**src/ppghr_pkg.sv**
```systemverilog
// Shared types and constants for the PPG heart rate detector.
package ppghr_pkg;

  // Field widths
  localparam int SAMPLE_BITS   = 18;
  localparam int FRAC_BITS     = 8;
  localparam int BASE_BITS     = SAMPLE_BITS + FRAC_BITS;
  localparam int COEF_BITS     = 16;
  localparam int PROD_BITS     = BASE_BITS + COEF_BITS;
  localparam int TIME_BITS     = 32;
  localparam int INTERVAL_BITS = 16;
  localparam int BPM_BITS      = 16;
  localparam int CFG_BITS      = 18;
  localparam int CFG_IDX_BITS  = 2;
  localparam int DIV_CNT_BITS  = $clog2(BPM_BITS + 1);

  // Q0.16 coefficients: 0.9, 0.1, 0.02 and the rounding half
  localparam logic [COEF_BITS-1:0] COEF_KEEP = 16'd58982;
  localparam logic [COEF_BITS-1:0] COEF_NEW  = 16'd6554;
  localparam logic [COEF_BITS-1:0] COEF_THR  = 16'd1311;
  localparam logic [PROD_BITS:0]   COEF_HALF = (PROD_BITS+1)'(32768);

  // Rate numerator, ms per minute
  localparam logic [BPM_BITS-1:0] BPM_NUMERATOR = 16'd60000;

  // Register reset values
  localparam logic [SAMPLE_BITS-1:0]   FINGER_THRESHOLD_RST = 18'd15000;
  localparam logic [SAMPLE_BITS-1:0]   THRESHOLD_FLOOR_RST  = 18'd1000;
  localparam logic [INTERVAL_BITS-1:0] MIN_INTERVAL_RST     = 16'd300;
  localparam logic [INTERVAL_BITS-1:0] MAX_INTERVAL_RST     = 16'd2000;

  // Configuration register indexes
  typedef enum logic [CFG_IDX_BITS-1:0] {
    REG_FINGER_THRESHOLD = 2'd0,
    REG_THRESHOLD_FLOOR  = 2'd1,
    REG_MIN_INTERVAL     = 2'd2,
    REG_MAX_INTERVAL     = 2'd3
  } cfg_reg_t;

  // Sequencer states
  typedef enum logic [3:0] {
    S_IDLE,
    S_MUL_KEEP,
    S_MUL_NEW,
    S_MUL_SUM,
    S_MUL_THR,
    S_THR,
    S_EDGE,
    S_WINDOW,
    S_DIVIDE,
    S_DONE
  } state_t;

endpackage

```
**src/ppg_heart_rate_detector.sv**
```systemverilog
// PPG heart rate detector: baseline tracking, pulse edge detection and rate.
// After acceptance an item without a finger goes straight to the result; one with a finger
// runs the baseline update, threshold and edge test, and a new beat that falls inside the
// interval window also runs the divider. The next item is accepted only after the result
// is loaded, which waits while the previous result is stalled. The shared multiplier runs
// three products in turn and the serial divider takes one cycle per quotient bit. Synchronous
// reset restores register defaults and clears baseline, edge flag, rate and last beat time.
module ppg_heart_rate_detector (
  input  logic                                  clk,
  input  logic                                  rst,
  // configuration
  input  logic                                  cfg_write,
  input  logic [ppghr_pkg::CFG_IDX_BITS-1:0]    cfg_index,
  input  logic [ppghr_pkg::CFG_BITS-1:0]        cfg_data,
  // input samples
  input  logic                                  sample_valid,
  output logic                                  sample_stall,
  input  logic [ppghr_pkg::SAMPLE_BITS-1:0]     red_sample,
  input  logic [ppghr_pkg::SAMPLE_BITS-1:0]     ir_sample,
  input  logic [ppghr_pkg::TIME_BITS-1:0]       time_ms,
  // results
  output logic                                  result_valid,
  input  logic                                  result_stall,
  output logic [ppghr_pkg::SAMPLE_BITS-1:0]     red_out,
  output logic [ppghr_pkg::SAMPLE_BITS-1:0]     ir_out,
  output logic                                  finger_detected,
  output logic [ppghr_pkg::BPM_BITS-1:0]        beats_per_minute
);

  ppghr_pkg::state_t state, state_next;

  // configuration registers
  logic [ppghr_pkg::SAMPLE_BITS-1:0]   finger_threshold;
  logic [ppghr_pkg::SAMPLE_BITS-1:0]   threshold_floor;
  logic [ppghr_pkg::INTERVAL_BITS-1:0] min_interval;
  logic [ppghr_pkg::INTERVAL_BITS-1:0] max_interval;

  // detector state
  logic [ppghr_pkg::BASE_BITS-1:0]     baseline;
  logic                                was_above;
  logic [ppghr_pkg::BPM_BITS-1:0]      rate;
  logic [ppghr_pkg::TIME_BITS-1:0]     last_beat_time;

  // item in work
  logic [ppghr_pkg::SAMPLE_BITS-1:0]   red;
  logic [ppghr_pkg::SAMPLE_BITS-1:0]   ir;
  logic [ppghr_pkg::TIME_BITS-1:0]     now;
  logic                                finger;
  logic [ppghr_pkg::PROD_BITS-1:0]     acc;
  logic [ppghr_pkg::BASE_BITS-1:0]     thr;
  logic [ppghr_pkg::TIME_BITS-1:0]     dt;

  logic                                accept;
  logic                                finger_in;
  logic [ppghr_pkg::BASE_BITS-1:0]     ir_in_fx;
  logic [ppghr_pkg::BASE_BITS-1:0]     ir_fx;
  logic [ppghr_pkg::BASE_BITS-1:0]     mac_operand;
  logic [ppghr_pkg::COEF_BITS-1:0]     mac_coef;
  logic [ppghr_pkg::PROD_BITS-1:0]     product;
  logic [ppghr_pkg::PROD_BITS:0]       base_sum;
  logic [ppghr_pkg::PROD_BITS:0]       thr_sum;
  logic [ppghr_pkg::BASE_BITS-1:0]     thr_rnd;
  logic [ppghr_pkg::BASE_BITS-1:0]     floor_fx;
  logic [ppghr_pkg::BASE_BITS:0]       level;
  logic                                above;
  logic                                in_window;
  logic                                div_start;
  logic                                div_busy;
  logic [ppghr_pkg::BPM_BITS-1:0]      div_quotient;
  logic                                out_load;

  assign sample_stall = (state != ppghr_pkg::S_IDLE);
  assign accept       = sample_valid && !sample_stall;
  assign finger_in    = (ir_sample >= finger_threshold);
  assign ir_in_fx     = {ir_sample, ppghr_pkg::FRAC_BITS'(0)};
  assign ir_fx        = {ir, ppghr_pkg::FRAC_BITS'(0)};

  // Rounded baseline update and threshold
  assign base_sum = {1'b0, acc} + {1'b0, product} + ppghr_pkg::COEF_HALF;
  assign thr_sum  = {1'b0, product} + ppghr_pkg::COEF_HALF;
  assign thr_rnd  = thr_sum[ppghr_pkg::BASE_BITS+15:16];
  assign floor_fx = {threshold_floor, ppghr_pkg::FRAC_BITS'(0)};

  // Pulse level and interval window
  assign level     = {1'b0, baseline} + {1'b0, thr};
  assign above     = {1'b0, ir_fx} > level;
  assign in_window = (dt > ppghr_pkg::TIME_BITS'(min_interval)) &&
                     (dt < ppghr_pkg::TIME_BITS'(max_interval));

  ppghr_mac u_mac (
    .clk     (clk),
    .operand (mac_operand),
    .coef    (mac_coef),
    .product (product)
  );

  ppghr_div u_div (
    .clk      (clk),
    .rst      (rst),
    .start    (div_start),
    .divisor  (dt[ppghr_pkg::INTERVAL_BITS-1:0]),
    .busy     (div_busy),
    .quotient (div_quotient)
  );

  // State register
  always_ff @(posedge clk) begin
    if (rst) begin
      state <= ppghr_pkg::S_IDLE;
    end else begin
      state <= state_next;
    end
  end

  // Sequencer: next state, multiplier operand and coefficient select, divider start and output load
  always_comb begin
    state_next  = state;
    mac_operand = baseline;
    mac_coef    = ppghr_pkg::COEF_THR;
    div_start   = 1'b0;
    out_load    = 1'b0;
    unique case (state)
      ppghr_pkg::S_IDLE: begin
        if (accept) begin
          state_next = finger_in ? ppghr_pkg::S_MUL_KEEP : ppghr_pkg::S_DONE;
        end
      end
      ppghr_pkg::S_MUL_KEEP: begin
        mac_coef   = ppghr_pkg::COEF_KEEP;
        state_next = ppghr_pkg::S_MUL_NEW;
      end
      ppghr_pkg::S_MUL_NEW: begin
        mac_operand = ir_fx;
        mac_coef    = ppghr_pkg::COEF_NEW;
        state_next  = ppghr_pkg::S_MUL_SUM;
      end
      ppghr_pkg::S_MUL_SUM: begin
        state_next = ppghr_pkg::S_MUL_THR;
      end
      ppghr_pkg::S_MUL_THR: begin
        state_next = ppghr_pkg::S_THR;
      end
      ppghr_pkg::S_THR: begin
        state_next = ppghr_pkg::S_EDGE;
      end
      ppghr_pkg::S_EDGE: begin
        state_next = (above && !was_above) ? ppghr_pkg::S_WINDOW : ppghr_pkg::S_DONE;
      end
      ppghr_pkg::S_WINDOW: begin
        div_start  = in_window;
        state_next = in_window ? ppghr_pkg::S_DIVIDE : ppghr_pkg::S_DONE;
      end
      ppghr_pkg::S_DIVIDE: begin
        if (!div_busy) begin
          state_next = ppghr_pkg::S_DONE;
        end
      end
      ppghr_pkg::S_DONE: begin
        if (!result_valid || !result_stall) begin
          out_load   = 1'b1;
          state_next = ppghr_pkg::S_IDLE;
        end
      end
      default: begin
        state_next = ppghr_pkg::S_IDLE;
      end
    endcase
  end

  // Configuration registers
  always_ff @(posedge clk) begin
    if (rst) begin
      finger_threshold <= ppghr_pkg::FINGER_THRESHOLD_RST;
      threshold_floor  <= ppghr_pkg::THRESHOLD_FLOOR_RST;
      min_interval     <= ppghr_pkg::MIN_INTERVAL_RST;
      max_interval     <= ppghr_pkg::MAX_INTERVAL_RST;
    end else if (cfg_write) begin
      unique case (ppghr_pkg::cfg_reg_t'(cfg_index))
        ppghr_pkg::REG_FINGER_THRESHOLD: finger_threshold <= cfg_data;
        ppghr_pkg::REG_THRESHOLD_FLOOR:  threshold_floor  <= cfg_data;
        ppghr_pkg::REG_MIN_INTERVAL:
          min_interval <= cfg_data[ppghr_pkg::INTERVAL_BITS-1:0];
        ppghr_pkg::REG_MAX_INTERVAL:
          max_interval <= cfg_data[ppghr_pkg::INTERVAL_BITS-1:0];
        default: ;
      endcase
    end
  end

  // Detector state updates
  always_ff @(posedge clk) begin
    if (rst) begin
      baseline       <= '0;
      was_above      <= 1'b0;
      rate           <= '0;
      last_beat_time <= '0;
    end else begin
      unique case (state)
        ppghr_pkg::S_IDLE: begin
          if (accept) begin
            if (!finger_in) begin
              baseline  <= '0;
              was_above <= 1'b0;
              rate      <= '0;
            end else if (baseline == '0) begin
              baseline <= ir_in_fx;
            end
          end
        end
        ppghr_pkg::S_MUL_SUM: begin
          baseline <= base_sum[ppghr_pkg::BASE_BITS+15:16];
        end
        ppghr_pkg::S_EDGE: begin
          was_above <= above;
          if (above && !was_above) begin
            last_beat_time <= now;
          end
        end
        ppghr_pkg::S_DIVIDE: begin
          if (!div_busy) begin
            rate <= div_quotient;
          end
        end
        default: ;
      endcase
    end
  end

  // Item working registers
  always_ff @(posedge clk) begin
    if (accept) begin
      red    <= red_sample;
      ir     <= ir_sample;
      now    <= time_ms;
      finger <= finger_in;
    end
    if (state == ppghr_pkg::S_MUL_NEW) begin
      acc <= product;
    end
    // threshold, raised to the floor
    if (state == ppghr_pkg::S_THR) begin
      thr <= (thr_rnd < floor_fx) ? floor_fx : thr_rnd;
    end
    // wrapping interval since the last beat
    if (state == ppghr_pkg::S_EDGE) begin
      dt <= now - last_beat_time;
    end
  end

  // Output register
  always_ff @(posedge clk) begin
    if (rst) begin
      result_valid <= 1'b0;
    end else if (out_load) begin
      result_valid <= 1'b1;
    end else if (!result_stall) begin
      result_valid <= 1'b0;
    end
  end

  always_ff @(posedge clk) begin
    if (out_load) begin
      red_out          <= red;
      ir_out           <= ir;
      finger_detected  <= finger;
      beats_per_minute <= rate;
    end
  end

endmodule

```
**src/ppghr_mac.sv**
```systemverilog
// Shared registered multiplier: baseline-format operand times Q0.16 coefficient.
module ppghr_mac (
  input  logic                                clk,
  input  logic [ppghr_pkg::BASE_BITS-1:0]     operand,
  input  logic [ppghr_pkg::COEF_BITS-1:0]     coef,
  output logic [ppghr_pkg::PROD_BITS-1:0]     product
);

  // One product per cycle, registered
  always_ff @(posedge clk) begin
    product <= ppghr_pkg::PROD_BITS'(operand) * ppghr_pkg::PROD_BITS'(coef);
  end

endmodule

```
**src/ppghr_div.sv**
```systemverilog
// Restoring serial divider: constant numerator over a 16-bit interval, one bit per cycle.
module ppghr_div (
  input  logic                                 clk,
  input  logic                                 rst,
  input  logic                                 start,
  input  logic [ppghr_pkg::INTERVAL_BITS-1:0]  divisor,
  output logic                                 busy,
  output logic [ppghr_pkg::BPM_BITS-1:0]       quotient
);

  logic [ppghr_pkg::INTERVAL_BITS-1:0] dvsr;
  logic [ppghr_pkg::INTERVAL_BITS-1:0] rem;
  logic [ppghr_pkg::BPM_BITS-1:0]      quo;
  logic [ppghr_pkg::DIV_CNT_BITS-1:0]  count;
  logic [ppghr_pkg::INTERVAL_BITS:0]   trial;
  logic                                fits;

  // One quotient bit: shift in the next numerator bit and try the subtract
  assign trial = {rem, quo[ppghr_pkg::BPM_BITS-1]};
  assign fits  = trial >= {1'b0, dvsr};

  assign busy     = (count != '0);
  assign quotient = quo;

  // Step counter
  always_ff @(posedge clk) begin
    if (rst) begin
      count <= '0;
    end else if (start) begin
      count <= ppghr_pkg::DIV_CNT_BITS'(ppghr_pkg::BPM_BITS);
    end else if (busy) begin
      count <= count - 1'b1;
    end
  end

  // Remainder and quotient shift
  always_ff @(posedge clk) begin
    if (start) begin
      dvsr <= divisor;
      rem  <= '0;
      quo  <= ppghr_pkg::BPM_NUMERATOR;
    end else if (busy) begin
      if (fits) begin
        rem <= ppghr_pkg::INTERVAL_BITS'(trial - {1'b0, dvsr});
      end else begin
        rem <= trial[ppghr_pkg::INTERVAL_BITS-1:0];
      end
      quo <= {quo[ppghr_pkg::BPM_BITS-2:0], fits};
    end
  end

endmodule
```
**config.mk**
```make
export PLATFORM = sky130hd
export DESIGN_NAME = ppg_heart_rate_detector
export DESIGN_NICKNAME = d
export VERILOG_FILES = /design/src/ppghr_pkg.sv /design/src/ppg_heart_rate_detector.sv /design/src/ppghr_mac.sv /design/src/ppghr_div.sv
export SDC_FILE = /design/constraint.sdc
export NUM_CORES = 2
export LEC_CHECK = 0
export ABC_CLOCK_PERIOD_IN_PS = 8550
export BUFFER_PORTS_ARGS = -buffer_cell sky130_fd_sc_hd__buf_2
export CAP_MARGIN = 0
export CORE_AREA = 2 2 258 260
export DETAILED_ROUTE_END_ITERATION = 8
export DIE_AREA = 0 0 260 262
export PLACE_DENSITY = 0.75
export SYNTH_ARGS = -nofsm -noshare
export SYNTH_HDL_FRONTEND = slang
export SYNTH_SLANG_ARGS = --single-unit
```
**constraint.sdc**
```tcl
create_clock -name clk -period 8.55 [get_ports clk]
set_input_delay 1.71 -clock clk [delete_from_list [all_inputs] [get_ports clk]]
set_output_delay 1.71 -clock clk [all_outputs]
set_load 0.01 [all_outputs]
```
# == Yosys cells after proc, flatten, opt, wreduce, memory -nomap -nowiden ==
# Cells that the tools add are included.
# totals
reg_bits,465
out_inout_bits,55
elab_cells,116
# classes
add_sub_neg,7
n_mul,1
magnitude_cmp,6
eq_ne,18
muxes,29
n_reduce_logical,27
# ops
cell,count
two-way mux 26 bit,5
adder 42 x 16 -> 42 bit (second input constant),2
two-way mux 16 bit,4
one-hot mux 16 bit (2 select lines),2
one-hot mux 26 bit (2 select lines),1
adder 42 bit,1
multiplier 26 x 16 -> 42 bit,1
one-hot mux 4 bit (10 select lines),1
greater-than comparator 32 x 16 -> 1 bit,1
less-than comparator 32 x 16 -> 1 bit,1
subtractor 32 bit,1
adder 26 x 26 -> 27 bit,1
greater-than comparator 26 x 27 -> 1 bit,1
logical NOT 26 bit,1
less-than comparator 26 bit,1
two-way mux 4 bit,5
>= comparator 18 bit,1
>= comparator 17 x 16 -> 1 bit,1
== test 4 x 3 -> 1 bit (second input constant),4
subtractor 16 bit,1
two-way mux 5 bit,2
AND reduction 2 bit,5
AND reduction 3 bit,3
== test 4 x 2 -> 1 bit (second input constant),2
20 further kinds,40

# == Longest topological paths before layout ==
# logic_depth
ltp_word,5
depth_mapped,34
ltp_nobuf,30

# == Modules after synthesis ==
# A second synthesis with hierarchy kept.
# hier_totals
cells_unflattened,3894
area_unflattened_um2,37619.8
# by_module_without_submodules
mod,n_inst,cells_each,area_per_inst_um2
ppg_heart_rate_detector,1,1971,20424.6
ppghr_mac,1,1607,14311.2
ppghr_div,1,316,2884.0

# == Worst setup path before layout ==
# Ideal clock, no wire load.
# synth_path
kind,register -> register
startpoint,register state[2]
endpoint,register u_mac.product[41] in the netlist's numbering
arrival_ns,8.684
path_slack_ns,-0.252
path_stages_with_launch,29
path_buffers,4
period_less_slack_ns,8.802
cell_sequence,dfxtp_1 > clkbuf_1 > nor2_1 > nand3b_1 > inv_1 > clkbuf_1 > clkbuf_1 > buf_1 > nand2_1 > fa_1 > inv_1 > fa_1 > fa_1 > fa_1 > fa_1 > inv_1 > fa_1 > inv_1 > ha_1 > and3_1 > nand3_2 > or4_1 > a21oi_2 > nor2_2 > o31ai_4 > a211oi_2 > o21ai_2 > a41o_1 > xnor2_1
# synth_between
elab_chain_cells,3
# synth_rtl
item,line,rtl
start: declaration,ppg_heart_rate_detector.sv:30,"ppghr_pkg::state_t state, state_next;"
start signal: assignment,ppg_heart_rate_detector.sv:109,state <= ppghr_pkg::S_IDLE;
start signal: assignment,ppg_heart_rate_detector.sv:111,state <= state_next;
== test 4 x 2 -> 1 bit or == test 4 x 1 -> 1 bit (tied branches),ppg_heart_rate_detector.sv:122,unique case (state)
one-hot mux 16 bit (2 select lines) or two-way mux 26 bit (tied branches),ppg_heart_rate_detector.sv:122,
multiplier 26 x 16 -> 42 bit *,ppghr_mac.sv:11,product <= ppghr_pkg::PROD_BITS'(operand) * ppghr_pkg::PROD_BITS'(coef);
end signal: assignment,ppghr_mac.sv:11,
end: declaration,ppghr_mac.sv:6,output logic [ppghr_pkg::PROD_BITS-1:0] product
# Mark *: on every way between the ends. The rest lies on a longest branch, timed or not.
# A chain may end at the register's enable or synchronous reset.

# == Worst setup path after layout ==
# layout_path
startpoint,register state[3]
endpoint,register u_mac.product[38] in the netlist's numbering
# The elaborated chain is that of the path after synthesis.

==> flow_results.org <==
** Status
- Result of the run :: finished clean

** Power
- In this run the power density over the cells is 404.9 mW/mm^2.
- Clock network fraction of total power :: 14.5%
- Psw :: 7348 uW
- Power comes to 15830 uW.
- Maximum vdd drop :: 0.6387 mV
- Share of power burned in combinational logic :: 65.3%
- For this design the static power due to leakage is 0.01768 uW.
- The internal portion of the total power is 8485 uW.
- Sequential cells burn 20.2% of the power.
- Share of total power consumed by net switching :: 46.41%

** Clocking
- Buffers inserted to repair hold after CTS numbered 0.
- Clock sink count :: 465
- At the later pin of the worst-skew pair, clock insertion delay measures 600 ps.
- In this run the clock root is driven by a sky130_fd_sc_hd__clkbuf_16.
- Clock-pin slew of the registers on the worst-case setup and hold paths :: 60 ps
- Post-CTS Repair Setup Buffers :: 0
- After clock tree synthesis, the repair step resized 0 gates.
- TritonCTS built the clock tree.
- Number of buffers inserted during clock tree synthesis :: 49
- CTS built an H-tree with a depth of 2.
- The clock passes through at most 3 buffers.

** Setup path
- Slack of the worst reg-to-reg path :: 450 ps
- Type of the worst setup path :: register to register
- Following the worst setup path forward leads to its endpoint at u_mac.product[38].
- Required time of the critical path :: 9080 ps
- STA classifies the critical path endpoint as a register.
- The worst setup path is launched from a register.
- Along the worst path, the maximum fanout reaches 24.
- Worst flop-to-flop path startpoint :: state[3]
- The critical path starts at state[3].
- For the worst flop-to-flop path, the logic depth is 26.
- Critical register-to-register path endpoint :: u_mac.product[38]
- At the worst endpoint, the arrival time is 8630 ps.

** STA
- Sum of negative setup slack :: 0 ps
- At the pin with the least slew margin, the transition time is 1286 ps.
- The number of failing hold endpoints at the final stage was 0.
- Between clock sinks in the finished design, the worst skew comes to 19.68 ps.
- Count of pins over their slew limit :: 0
- The routed design could run at a clock period as short as 8101 ps.
- Derived from the worst setup path, the maximum achievable clock frequency is 123.4 MHz.
- Setup repair after global routing left no endpoint under its margin.
- Slew headroom :: 13.48%
- Final worst path period share :: 94.75%
- Setup violations remaining at the end of the flow were counted as 0.

** Placed design
- The number of placed instances, taps included, is 4553.
- Routability-driven placement finished with a final weighted congestion of 0.9654.
- Placed Instance Area :: 0.03732 mm^2
- During placement, the flow inserted port buffers numbering 147.
- HPWL after detailed placement :: 67.57 mm

** Routing
- Number of vias in the routed layout :: 25780
- Detailed-route vias per instance :: 5.548
- # DRC :: 0
- In this run the remaining antenna-violating nets after routing total 0.
- DRT Wirelength :: 85.40 mm
- The first detailed-routing pass ran for 5 iterations.
- Number of DRC markers after the initial detailed-route iteration :: 2147
- Dividing the detail-routed wire length by the instance count gives 18.38 um.

** Layout
- Non-filler cells, final :: 4647
- Final-layout fill cell count :: 5541
- Across the whole layout, storage elements account for 0.01169 mm^2.
- In the layout the commonest cells are sky130_fd_sc_hd__inv_1, sky130_fd_sc_hd__ha_1, sky130_fd_sc_hd__nand2_1, sky130_fd_sc_hd__fa_1, sky130_fd_sc_hd__nor2_1.
- Post-layout instance area :: 0.03910 mm^2
- Multi-input logic area :: 0.02148 mm^2
- Share of cells above drive strength 1 :: 8.913%
- Final net count :: 4514
- The library cell used most frequently in the layout, excluding fill and tap cells, is sky130_fd_sc_hd__inv_1.
- From synthesis to final layout, the design area changed by 9.780%.

** Synth
- Area share of the largest cell type after synthesis :: 20.07%
- Sequential cells were found to cover 32.82% of the synthesized design area.
- Yosys top cell by area :: sky130_fd_sc_hd__edfxtp_1
- Ys flop type :: sky130_fd_sc_hd__edfxtp_1
- Summing every instance area after synthesis gives 0.03562 mm^2.
- Share of synthesized area spent on multiplexers :: 1.749%
- Simple-gate share of the synthesized area :: 12.07%
- Yosys mapped a number of flops with a built-in enable equal to 238.
- By area, the combinational part of the netlist is dominated by adder cells.
- Syn Area/Cell :: 9.894 um^2
- Synthesis produced 3600 cells.
- Of the total synthesized cell area, the portion taken by full adders, half adders and majority gates is 30.58%.
- After Yosys synthesis, XOR and XNOR cells account for 3.836% of the synthesized area.
- The Yosys step of the flow raised 0 warnings.
- After synthesis the netlist holds a flip-flop and latch count of 465.
- Yosys attributes the largest share of cell area to sky130_fd_sc_hd__edfxtp_1, sky130_fd_sc_hd__fa_1, sky130_fd_sc_hd__ha_1, sky130_fd_sc_hd__dfxtp_1, sky130_fd_sc_hd__inv_1.
- Yosys mapped the design onto 94 distinct sky130hd cell types.
- Fraction of the mapped netlist area in compound gates :: 11.69%
- Fraction of synthesis flops using an asynchronous set or reset pin :: 0%

** Worst hold path
- Hold Path Stages :: 0
- Hold_sp :: red[6]
- The min-delay analysis places its worst path in the category register to register.

** Floorplan
- Vertical extent of the die :: 262 um
- After floorplanning, the core was sized to cover 0.06528 mm^2.
- The floorplan has 94 rows.
- Boundary pin count :: 148
- The die is 260 um wide.
- Area enclosed by the die boundary :: 0.06812 mm^2
- The initial utilization of the core area, before any placement, comes to 54.57%.

** Run
- The tool flagged a number of max-cap violations equal to 0.

** GRT
- Wire length of the first global-routing pass :: 136.9 mm
- Global routing met1 resource utilization :: 35.42%
- For this run, global-route usage on met3 was measured as 3.501%.
- Number of antenna violations at the first check in global routing :: 6
- For met2 alone, demand over resource in global routing was 41.16%.
- Pin count of the biggest net entering global routing :: 92
- Routing layer with the top usage in global route :: met2
- Global routing finished with a remaining overflow of 0.
- The via count of the first global-routing pass came to 25460.
- Total GRT Usage :: 25.68%
-- power groups by stage --
stage                     logic, uW  registers, uW  clock network (uW)
after CTS                     10300           3200                2330
after global placement         9960           3230                   0
after global routing          11800           3230                2410
after floorplan                8030           3070                   0
after detailed placement      10200           3240                   0
final                         10300           3210                2290
-- final cells by class --
class / instances / share of cell area [%]
inverters: 566 / 5.440
clock buffers: 64 / 3.648
flip-flops and latches: 465 / 29.90
clock inverters: 28 / 0.8640
repair buffers: 175 / 2.426
multi-input cells: 2483 / 54.95
well taps: 864 / 2.765
diodes: 2 / 0.01280
-- synth_stat cells (4+ instances only) --
cell / number
sky130_fd_sc_hd__inv_1: 565
sky130_fd_sc_hd__ha_1: 365
sky130_fd_sc_hd__nand2_1: 341
sky130_fd_sc_hd__fa_1: 316
sky130_fd_sc_hd__nor2_1: 240
sky130_fd_sc_hd__edfxtp_1: 238
sky130_fd_sc_hd__dfxtp_1: 227
sky130_fd_sc_hd__a21oi_1: 219
sky130_fd_sc_hd__xnor2_1: 118
sky130_fd_sc_hd__clkbuf_1: 94
sky130_fd_sc_hd__o21ai_0: 83
sky130_fd_sc_hd__a21o_1: 79
sky130_fd_sc_hd__nor3_1: 69
sky130_fd_sc_hd__nand3_1: 66
sky130_fd_sc_hd__mux2i_1: 42
sky130_fd_sc_hd__xor2_1: 38
sky130_fd_sc_hd__nand4_1: 33
sky130_fd_sc_hd__nor2b_1: 32
sky130_fd_sc_hd__o21a_1: 30
sky130_fd_sc_hd__a211oi_1: 24
sky130_fd_sc_hd__and2_1: 23
sky130_fd_sc_hd__nor4_1: 23
sky130_fd_sc_hd__a211o_1: 22
sky130_fd_sc_hd__and3_1: 22
sky130_fd_sc_hd__o211ai_1: 21
sky130_fd_sc_hd__nand2b_1: 20
sky130_fd_sc_hd__or2_2: 19
sky130_fd_sc_hd__mux2_2: 17
sky130_fd_sc_hd__a221oi_1: 16
sky130_fd_sc_hd__nand3b_1: 15
sky130_fd_sc_hd__a31oi_1: 14
sky130_fd_sc_hd__o21ai_1: 12
sky130_fd_sc_hd__o21bai_1: 12
sky130_fd_sc_hd__or3_1: 11
sky130_fd_sc_hd__a22oi_1: 8
sky130_fd_sc_hd__buf_2: 8
sky130_fd_sc_hd__a2111oi_0: 7
sky130_fd_sc_hd__o31ai_1: 7
sky130_fd_sc_hd__a311oi_1: 6
sky130_fd_sc_hd__o21ai_2: 4
sky130_fd_sc_hd__o31a_1: 4
sky130_fd_sc_hd__o41ai_1: 4
-- routing by layer --
| metal | wire length, um | vias up |
|---|---|---|
| met2 | 39150 | 831 |
| met4 | 3767 | 4 |
| li1 | - | 12400 |
| met3 | 5452 | 210 |
| met5 | 16 | - |
| met1 | 37020 | 12340 |
-- state kept, by name, summed over array words and instances (netlist names), 18 cells and up --
name / count
ir: 18
baseline: 26
dt: 32
finger_threshold: 18
u_mac.product: 42
red_out: 18
now: 32
threshold_floor: 18
ir_out: 18
thr: 26
last_beat_time: 32
acc: 42
red: 18
-- logic make-up after synthesis --
| kind of cell | count (synthesis) |
|---|---|
| adders and majority gates | 681 |
| muxes | 60 |
| buffers and inverters | 675 |
| and+or+nand+nor | 936 |
| xor gates and xnor gates | 156 |
| AOI/OAI and AO/OA | 625 |
| other | 2 |
| DFF | 465 |
-- worst max-delay path, stage by stage, from the launching register on --
cell	delay, ps
sky130_fd_sc_hd__dfxtp_1	520
sky130_fd_sc_hd__nor2_1	100
sky130_fd_sc_hd__nand3b_1	180
sky130_fd_sc_hd__buf_4	310
sky130_fd_sc_hd__inv_4	190
sky130_fd_sc_hd__and2_1	270
sky130_fd_sc_hd__or2_2	350
sky130_fd_sc_hd__nand2_1	270
sky130_fd_sc_hd__fa_1	510
sky130_fd_sc_hd__fa_1	550
sky130_fd_sc_hd__fa_1	530
sky130_fd_sc_hd__fa_1	540
sky130_fd_sc_hd__inv_1	60
sky130_fd_sc_hd__fa_1	540
sky130_fd_sc_hd__inv_1	60
sky130_fd_sc_hd__fa_1	590
sky130_fd_sc_hd__inv_1	60
sky130_fd_sc_hd__ha_1	380
sky130_fd_sc_hd__a2111oi_1	540
sky130_fd_sc_hd__a22oi_1	160
sky130_fd_sc_hd__o21ai_1	140
sky130_fd_sc_hd__or3b_1	380
sky130_fd_sc_hd__o2111ai_1	200
sky130_fd_sc_hd__a21oi_1	120
sky130_fd_sc_hd__o21bai_1	210
sky130_fd_sc_hd__and2_1	170
sky130_fd_sc_hd__xnor2_1	110
-- stage by stage --
stage	util [%]	worst slack, ps	hold slack, ps
2_1_floorplan	-	476.5	400.3
3_5_place_dp	57.18	333.2	407.0
3_3_place_gp	57.18	474.7	400.6
5_1_grt	59.90	4.114	434.9
4_1_cts	59.88	287.8	422.0
6_report	59.90	448.7	423.9
-- how the worst min path moves through the flow --
| stage | slack [ps] | to |
|---|---|---|
| floorplan | 400 | finger_detected |
| global placement | 400 | red_out[10] |
| detailed placement | 410 | red_out[16] |
| CTS | 420 | red_out[16] |
| global route | 430 | red_out[10] |
| finish | 420 | red_out[6] |
(Power assumes the default switching activity.)
